--- src/sv/assert_macros.svh ---
// Assertion macros for the RTL of the body canonicalizer, used by the sequencer.
`ifndef ASSERT_MACROS_SVH
`define ASSERT_MACROS_SVH

// Property that must hold at every clock edge outside reset.
`define DBC_ASSERT(lbl, clk, rst_n, prop, msg) \
	lbl: assert property (@(posedge clk) disable iff (!rst_n) (prop)) else $error(msg);

// Condition that must never be true outside reset.
`define DBC_NEVER(lbl, clk, rst_n, cond, msg) \
	lbl: assert property (@(posedge clk) disable iff (!rst_n) !(cond)) else $error(msg);

`endif

--- src/sv/dbc_pkg.sv ---
// Types and constants shared by the body canonicalizer modules.
package dbc_pkg;

	localparam logic [7:0] CHAR_CR    = 8'h0D;
	localparam logic [7:0] CHAR_LF    = 8'h0A;
	localparam logic [7:0] CHAR_SPACE = 8'h20;
	localparam logic [7:0] CHAR_TAB   = 8'h09;

	localparam int unsigned CFG_IDX_W = 2;
	localparam logic [CFG_IDX_W-1:0] REG_RELAXED_MODE = 2'd0;
	localparam logic [CFG_IDX_W-1:0] REG_LIMIT_ENABLE = 2'd1;
	localparam logic [CFG_IDX_W-1:0] REG_LENGTH_LIMIT = 2'd2;

	typedef enum logic [2:0] {
		ST_IDLE,
		ST_HOLD_CR,
		ST_HOLD_LF,
		ST_SPACE,
		ST_BYTE,
		ST_END_CR,
		ST_END_LF
	} state_t;

	typedef struct packed {
		logic relaxed;
		logic limit_en;
	} mode_t;

	typedef struct packed {
		logic load;
		logic dec;
	} budget_ctl_t;

	typedef struct packed {
		logic zero;
		logic one;
		logic le2;
	} budget_sts_t;

	typedef struct packed {
		logic [7:0] out_byte;
		logic       byte_valid;
		logic       last;
		logic       body_done;
		logic       length_met;
		logic       line_overflow;
	} result_t;

endpackage

--- src/sv/dbc_budget.sv ---
// Remaining-length counter: loaded at body start, decremented per emitted byte.
module dbc_budget (
	input  logic                 clk,
	input  logic                 arst_n,
	input  logic [31:0]          length_limit,
	input  dbc_pkg::budget_ctl_t ctl,
	output dbc_pkg::budget_sts_t sts
);
	import dbc_pkg::*;

	logic [31:0] bytes_left_q;

	always_ff @(posedge clk or negedge arst_n) begin
		if (!arst_n) begin
			bytes_left_q <= 32'd0;
		end else if (ctl.load) begin
			bytes_left_q <= length_limit;
		end else if (ctl.dec) begin
			bytes_left_q <= bytes_left_q - 32'd1;
		end
	end

	always_comb begin
		sts.zero = (bytes_left_q == 32'd0);
		sts.one  = (bytes_left_q == 32'd1);
		sts.le2  = (bytes_left_q < 32'd3);
	end

endmodule

--- src/sv/dbc_seq.sv ---
// Sequencer: classifies input bytes and emits canonical results one per cycle while out_free is high.
module dbc_seq #(
	parameter int unsigned MAX_HELD_LINES = 30
) (
	input  logic                 clk,
	input  logic                 arst_n,
	input  logic                 in_valid,
	output logic                 in_ready,
	input  logic [7:0]           body_byte,
	input  logic                 end_of_body,
	input  dbc_pkg::mode_t       mode,
	input  dbc_pkg::budget_sts_t bsts,
	output dbc_pkg::budget_ctl_t bctl,
	input  logic                 out_free,
	output logic                 push,
	output dbc_pkg::result_t     res
);
	import dbc_pkg::*;

	localparam int unsigned HeldW = $clog2(MAX_HELD_LINES + 1);

	state_t state_q, state_d;

	logic [HeldW-1:0] held_q;
	logic             pending_q;
	logic             nonempty_q;
	logic             overflow_q;
	logic             started_q;
	logic             met_q;
	logic [7:0]       byte_q;

	logic accept, is_cr, is_lf, is_ws, is_content;
	logic allow, budget_last, emit_crlf;
	logic clr_content, clr_body, dec_held, set_met, met_val;

	assign accept     = in_valid && (state_q == ST_IDLE);
	assign is_cr      = (body_byte == CHAR_CR);
	assign is_lf      = (body_byte == CHAR_LF);
	assign is_ws      = mode.relaxed && ((body_byte == CHAR_SPACE) || (body_byte == CHAR_TAB));
	assign is_content = !end_of_body && !is_cr && !is_lf && !is_ws;

	// A byte may leave only while the budget is open; the one that closes it ends the run.
	assign allow       = !mode.limit_en || !bsts.zero;
	assign budget_last = mode.limit_en && bsts.one;
	assign emit_crlf   = nonempty_q || !mode.relaxed;

	// Next state.
	always_comb begin
		state_d = state_q;
		case (state_q)
			ST_IDLE: begin
				if (accept) begin
					if (end_of_body) begin
						state_d = ST_END_CR;
					end else if (is_content) begin
						if (held_q != '0) begin
							state_d = ST_HOLD_CR;
						end else if (pending_q) begin
							state_d = ST_SPACE;
						end else begin
							state_d = ST_BYTE;
						end
					end
				end
			end
			ST_HOLD_CR: begin
				if (out_free) begin
					state_d = (!allow || budget_last) ? ST_IDLE : ST_HOLD_LF;
				end
			end
			ST_HOLD_LF: begin
				if (out_free) begin
					if (!allow || budget_last) begin
						state_d = ST_IDLE;
					end else if (held_q == HeldW'(1)) begin
						state_d = pending_q ? ST_SPACE : ST_BYTE;
					end else begin
						state_d = ST_HOLD_CR;
					end
				end
			end
			ST_SPACE: begin
				if (out_free) begin
					state_d = (!allow || budget_last) ? ST_IDLE : ST_BYTE;
				end
			end
			ST_BYTE: begin
				if (out_free) begin
					state_d = ST_IDLE;
				end
			end
			ST_END_CR: begin
				if (out_free) begin
					state_d = (emit_crlf && allow && !budget_last) ? ST_END_LF : ST_IDLE;
				end
			end
			ST_END_LF: begin
				if (out_free) begin
					state_d = ST_IDLE;
				end
			end
			default: state_d = ST_IDLE;
		endcase
	end

	// Outputs and register update strobes.
	always_comb begin
		push              = 1'b0;
		res.out_byte      = 8'd0;
		res.byte_valid    = 1'b1;
		res.last          = budget_last;
		res.body_done     = 1'b0;
		res.length_met    = 1'b0;
		res.line_overflow = overflow_q;
		clr_content       = 1'b0;
		clr_body          = 1'b0;
		dec_held          = 1'b0;
		set_met           = 1'b0;
		met_val           = 1'b0;
		in_ready          = (state_q == ST_IDLE);
		case (state_q)
			ST_IDLE: begin
			end
			ST_HOLD_CR: begin
				res.out_byte = CHAR_CR;
				if (out_free) begin
					push        = allow;
					clr_content = !allow || budget_last;
				end
			end
			ST_HOLD_LF: begin
				res.out_byte = CHAR_LF;
				if (out_free) begin
					push        = allow;
					clr_content = !allow || budget_last;
					dec_held    = allow && !budget_last;
				end
			end
			ST_SPACE: begin
				res.out_byte = CHAR_SPACE;
				if (out_free) begin
					push        = allow;
					clr_content = 1'b1;
				end
			end
			ST_BYTE: begin
				res.out_byte = byte_q;
				res.last     = 1'b1;
				if (out_free) begin
					push        = allow;
					clr_content = 1'b1;
				end
			end
			ST_END_CR: begin
				res.body_done = 1'b1;
				if (emit_crlf && allow) begin
					res.out_byte   = CHAR_CR;
					res.length_met = !mode.limit_en || bsts.le2;
				end else begin
					// Nothing left to send: a lone status result closes the body.
					res.byte_valid = 1'b0;
					res.last       = 1'b1;
					res.length_met = !mode.limit_en || bsts.zero;
				end
				if (out_free) begin
					push     = 1'b1;
					set_met  = 1'b1;
					met_val  = res.length_met;
					clr_body = !(emit_crlf && allow && !budget_last);
				end
			end
			ST_END_LF: begin
				res.out_byte   = CHAR_LF;
				res.last       = 1'b1;
				res.body_done  = 1'b1;
				res.length_met = met_q;
				if (out_free) begin
					push     = 1'b1;
					clr_body = 1'b1;
				end
			end
			default: begin
			end
		endcase
		bctl.load = accept && !started_q;
		bctl.dec  = push && res.byte_valid && mode.limit_en;
	end

	always_ff @(posedge clk or negedge arst_n) begin
		if (!arst_n) begin
			state_q    <= ST_IDLE;
			held_q     <= '0;
			pending_q  <= 1'b0;
			nonempty_q <= 1'b0;
			overflow_q <= 1'b0;
			started_q  <= 1'b0;
			met_q      <= 1'b0;
		end else begin
			state_q <= state_d;
			if (accept) begin
				started_q <= 1'b1;
				if (!end_of_body) begin
					if (is_lf) begin
						pending_q <= 1'b0;
						if (held_q >= HeldW'(MAX_HELD_LINES)) begin
							overflow_q <= 1'b1;
						end else begin
							held_q <= held_q + HeldW'(1);
						end
					end else if (is_ws) begin
						pending_q <= 1'b1;
					end else if (is_content) begin
						// A truncated byte still makes the body nonempty.
						nonempty_q <= 1'b1;
					end
				end
			end
			if (dec_held) begin
				held_q <= held_q - HeldW'(1);
			end
			if (clr_content) begin
				held_q    <= '0;
				pending_q <= 1'b0;
			end
			if (set_met) begin
				met_q <= met_val;
			end
			if (clr_body) begin
				held_q     <= '0;
				pending_q  <= 1'b0;
				nonempty_q <= 1'b0;
				overflow_q <= 1'b0;
				started_q  <= 1'b0;
			end
		end
	end

	always_ff @(posedge clk) begin
		if (accept && is_content) begin
			byte_q <= body_byte;
		end
	end

`include "assert_macros.svh"

	`DBC_NEVER(a_no_dec_on_empty, clk, arst_n, bctl.dec && bsts.zero, "budget decremented at zero")
	`DBC_NEVER(a_load_dec_excl, clk, arst_n, bctl.load && bctl.dec, "budget load and decrement")
	`DBC_ASSERT(a_held_bound, clk, arst_n, held_q <= HeldW'(MAX_HELD_LINES), "held lines over bound")
	`DBC_ASSERT(a_push_free, clk, arst_n, push |-> out_free, "result pushed into full output")

endmodule

--- src/sv/dkim_body_canonicalizer_core.sv ---
// Mail body canonicalizer (simple or relaxed) with output truncation and length check.
// A CR, LF or relaxed-mode whitespace byte produces no transfer. A content byte produces up
// to 2 * held lines + 2 results and an end-of-body item 1 or 2; a content byte that arrives
// with the length budget already spent produces no result. The sequencer emits one result
// per cycle into a single output register while that register is free, and stalls while
// the master side holds a result there. The input is not ready while the sequencer works
// on an item. Configuration writes are accepted in every cycle.
module dkim_body_canonicalizer_core #(
	parameter int unsigned MAX_HELD_LINES = 30
) (
	input  logic        clk,
	input  logic        arst_n,
	input  logic        s_tvalid,
	output logic        s_tready,
	input  logic [7:0]  s_tdata,   // [7:0] body_byte
	input  logic        s_tlast,   // end_of_body
	output logic        m_tvalid,
	input  logic        m_tready,
	output logic [7:0]  m_tdata,   // [7:0] out_byte
	output logic [3:0]  m_tuser,   // [0] byte_valid, [1] body_done, [2] length_met,
	                               // [3] line_overflow
	output logic        m_tlast,   // last
	input  logic        cfg_valid,
	output logic        cfg_ready,
	input  logic [dbc_pkg::CFG_IDX_W-1:0] cfg_index,
	input  logic [31:0] cfg_data
);
	import dbc_pkg::*;

	mode_t       mode_q;
	logic [31:0] length_limit_q;

	budget_ctl_t bctl;
	budget_sts_t bsts;
	result_t     res;
	logic        push;
	logic        out_free;

	logic        m_tvalid_q;
	logic [7:0]  m_tdata_q;
	logic [3:0]  m_tuser_q;
	logic        m_tlast_q;

	assign cfg_ready = 1'b1;

	always_ff @(posedge clk or negedge arst_n) begin
		if (!arst_n) begin
			mode_q         <= '0;
			length_limit_q <= 32'd0;
		end else if (cfg_valid && cfg_ready) begin
			case (cfg_index)
				REG_RELAXED_MODE: mode_q.relaxed  <= cfg_data[0];
				REG_LIMIT_ENABLE: mode_q.limit_en <= cfg_data[0];
				REG_LENGTH_LIMIT: length_limit_q  <= cfg_data;
				default: begin
				end
			endcase
		end
	end

	dbc_budget u_budget (
		.clk          (clk),
		.arst_n       (arst_n),
		.length_limit (length_limit_q),
		.ctl          (bctl),
		.sts          (bsts)
	);

	dbc_seq #(
		.MAX_HELD_LINES (MAX_HELD_LINES)
	) u_seq (
		.clk         (clk),
		.arst_n      (arst_n),
		.in_valid    (s_tvalid),
		.in_ready    (s_tready),
		.body_byte   (s_tdata),
		.end_of_body (s_tlast),
		.mode        (mode_q),
		.bsts        (bsts),
		.bctl        (bctl),
		.out_free    (out_free),
		.push        (push),
		.res         (res)
	);

	// The output register frees up in the same cycle its transfer completes.
	assign out_free = !m_tvalid_q || m_tready;

	always_ff @(posedge clk or negedge arst_n) begin
		if (!arst_n) begin
			m_tvalid_q <= 1'b0;
		end else if (push) begin
			m_tvalid_q <= 1'b1;
		end else if (m_tready) begin
			m_tvalid_q <= 1'b0;
		end
	end

	always_ff @(posedge clk) begin
		if (push) begin
			m_tdata_q <= res.out_byte;
			m_tuser_q <= {res.line_overflow, res.length_met, res.body_done, res.byte_valid};
			m_tlast_q <= res.last;
		end
	end

	assign m_tvalid = m_tvalid_q;
	assign m_tdata  = m_tdata_q;
	assign m_tuser  = m_tuser_q;
	assign m_tlast  = m_tlast_q;

endmodule

--- config.mk ---
export PLATFORM = sky130hd
export DESIGN_NAME = dkim_body_canonicalizer_core
export DESIGN_NICKNAME = d
export VERILOG_FILES = /design/src/sv/dbc_pkg.sv /design/src/sv/dbc_budget.sv /design/src/sv/dbc_seq.sv /design/src/sv/dkim_body_canonicalizer_core.sv
export VERILOG_INCLUDE_DIRS = /design/src /design/src/sv
export SDC_FILE = /design/constraint.sdc
export NUM_CORES = 1
export LEC_CHECK = 0
export BUFFER_PORTS_ARGS = -buffer_cell sky130_fd_sc_hd__buf_4
export CAP_MARGIN = 20
export CORE_MARGIN = 2
export CORE_UTILIZATION = 63
export CTS_CLUSTER_SIZE = 30
export DETAILED_ROUTE_END_ITERATION = 16
export GPL_TIMING_DRIVEN = 0
export PLACE_DENSITY = 0.9
export SLEW_MARGIN = 20
export SYNTH_ARGS = -nofsm -noshare
export SYNTH_HDL_FRONTEND = slang
export SYNTH_SLANG_ARGS = --single-unit
--- constraint.sdc ---
create_clock -name clk -period 4.4 [get_ports clk]
set_input_delay 0.22 -clock clk [delete_from_list [all_inputs] [get_ports clk]]
set_output_delay 0.22 -clock clk [all_outputs]
set_load 0.01 [all_outputs]
==> impl_metrics.toml <==
[cts]
cts_buffers = 9
cts_tree = "built"
root_buffer = "clkbuf_8"
ctsHoldBuffers = 0
h-tree-depth = 3
clkLatencyLatePin_ns = 0.38
clkSlewWorstSetupHoldPaths_ns = 0.11
cts.sinks = 101
ctsLongestPathBuffers = 2
post_cts_buffers = 0
cts_resized = 0

[placed_design]
dp.final_hpwl_um = 9043
placed_area_um2 = 5794
place.gp.congestion = 0.9287
port_buffers = 62
pre_cts_slack_ns = 0.9397

[sta]
fin_tns_setup_ns = 0
finalCriticalPeriod_ns = 3.725
rsz0062_at_grt = "false"
fin_skew_ns = 0.01738
setup_violations = 0
worst_slew_pin_slew_ns = 0.9856
slew_viol_final = 0
max_freq_mhz = 268.4
finalCritPeriodShare_pct = 84.66
hold_slack_ns = 0.004254
worst_slack_ns = 0.6748
finalHoldViolCount = 0
relSlewSlack_pct = 34.30

[outcome]
outcome = "finished, final reports clean"

[synthesis]
yosysUniqueCellTypes = 62
synth_top_area_cell = "dfrtp_1"
synth.area.top_cells = "dfrtp_1 (39%), edfxtp_1 (12%), mux2_2 (7.6%)"
ys.flop_type = "dfrtp_1"
synthesis.area_um2 = 5185
synth_fp_nets = 563
synth_edf_count = 21
synthCells = 507
ys_seq_elements = 101
yosysWarnings = 0
yosysSeqAreaShare_pct = 50.77
postSynth.asyncResetShare_pct = 79.21
syn_area_per_cell_um2 = 10.23
yosysTopAreaCellShare_pct = 38.61

[layout]
final_util_pct = 74.46
drive_gt1_share_pct = 22.35
area_growth_pct = 16.22
fin_nets = 637
fin_area_um2 = 6026
diodes = 0
fillCellCount = 571

[run]
cap_violations = 0

[floorplan]
die_x_um = 94.72
start_util_pct = 64.07
io_pins = 64
die_area_um2 = 8972
core_area_um2 = 8093
die_h_um = 94.72
rows = 33

[global_routing]
overflow = 0
antenna_found_initial = 0
grt_first_pass_wirelength_um = 20620
grt_max_degree = 81
grt_pass1_vias = 4252
grt_use_total_pct = 29.44

[routing]
routed_wirelength_um = 12760
vias = 4413
drc_errors = 0
dr.first_iter.drc_count = 523
via_per_inst = 6.386
drtAntennaViolNets = 0
first_pass_iters = 5
wire_per_inst_um = 18.47

[worst_setup_path]
r2r.worst_path.cells = 8
crit_fanout = 10
rrSetupSlack_ns = 0.67
cp-start-kind = "register"
crit_type = "reg -> reg"
cp.arrival_ns = 4.04
cp.required_ns = 4.71
r2r-end = "u_budget.bytes_left_q[29]"
timing.rr.start = "u_budget.bytes_left_q[8]"
crit_path_end_kind = "register"
crit_path_start = "u_budget.bytes_left_q[8]"

[min_path]
hold_path_class = "in -> async"

[power]
p_leak_nw = 2.551
power_density_nw_per_um2 = 619.1
vdd_drop_max_uv = 255.5
## final cells by class
type | instances | area, µm² | area share [%]
flip-flops and latches | 101 | 2633 | 43.69
clock inverters | 5 | 63.81 | 1.059
inverters | 10 | 37.54 | 0.6229
well taps | 105 | 131.4 | 2.180
multi-input cells | 371 | 2419 | 40.14
plain buffers | 25 | 106.4 | 1.765
clock buffers | 11 | 162.7 | 2.699
repair buffers | 63 | 473.0 | 7.849
## cell usage after synthesis (all sizes together), types with 9 or more instances
cell     n
o21ai   25
nand2   44
mux2    35
inv     10
nor3    22
a21o     9
a21oi   23
clkbuf  16
dfrtp   80
buf      9
or3     11
nand3    9
nor4    12
edfxtp  21
nor2    56
xnor2   11
## critical path: stages, from the launching register on
cell and delay, ns:
dfrtp_1 0.46, or4_1 0.48, buf_2 0.18, nor4_2 0.60, nand4_1 0.37, a21oi_1 0.62, o21ai_1 0.43, a21boi_0 0.35
a221o_1 0.17
## sequential cells by signal, indices dropped and copies added (netlist names)
name                   count
length_limit_q            32
u_budget.bytes_left_q     32
m_tdata                    8
u_seq.byte_q               8
u_seq.held_q               5
m_tuser                    4
u_seq.state_q              3
mode_q                     2
m_tlast                    1
m_tvalid                   1
u_seq.met_q                1
u_seq.nonempty_q           1
u_seq.overflow_q           1
u_seq.pending_q            1
u_seq.started_q            1
## metrics by stage
| step | instances | power [mW] |
|---|---|---|
| 2_1_floorplan | 507 | 2.500 |
| 3_3_place_gp | 674 | 2.922 |
| 3_5_place_dp | 675 | 3.019 |
| 4_1_cts | 691 | 3.685 |
| 5_1_grt | 691 | 3.930 |
| 6_report | 691 | 3.731 |
## cells by family (layout without fill, tap and decap cells)
family | Yosys count | in the layout | synth area share (%)
simple gates | 206 | 206 | 20.44
compound gates | 107 | 107 | 14.02
flops | 101 | 101 | 50.77
mux | 36 | 36 | 7.794
buf+inv | 35 | 114 | 2.775
xor+xnor | 13 | 13 | 2.196
fa+ha+maj | 8 | 8 | 1.931
other cells | 1 | 1 | 0.07232
## worst max-delay path by stage
| stage | end | cells after the start |
|---|---|---|
| after global placement | m_tdata[4] | 7 |
| final | u_budget.bytes_left_q[29] | 8 |
| after floorplan | u_budget.bytes_left_q[23] | 8 |
| after CTS | u_budget.bytes_left_q[26] | 9 |
| after global routing | u_budget.bytes_left_q[29] | 8 |
| after detailed placement | u_budget.bytes_left_q[26] | 9 |
## layer usage
layer / up-vias / routed length, µm / track usage (%)
met1: 2137 / 5188 / 39.69
met2: 236 / 6327 / 48.23
li1: 2010 / - / -
met4: 0 / 276 / 10.51
met3: 30 / 971 / 5.188
met5: - / 0 / 0
## power breakdown
group,internal (mW),switching [mW],leakage [nW]
clock network,0.319,0.344,0.112
logic,0.610,0.925,1.26
registers,1.29,0.247,1.18
total,2.22,1.52,2.55
## cells in the final DEF (no fill, tap or decap), types with 11 or more instances in the layout
cell / count
o21ai_0: 24
a21oi_1: 23
xnor2_1: 11
dfrtp_1: 80
nand2_1: 44
nor4_1: 11
clkbuf_1: 16
edfxtp_1: 21
buf_4: 65
nor2_1: 56
mux2_2: 35
nor3_1: 19
Power figures use the tool's default switching activity.
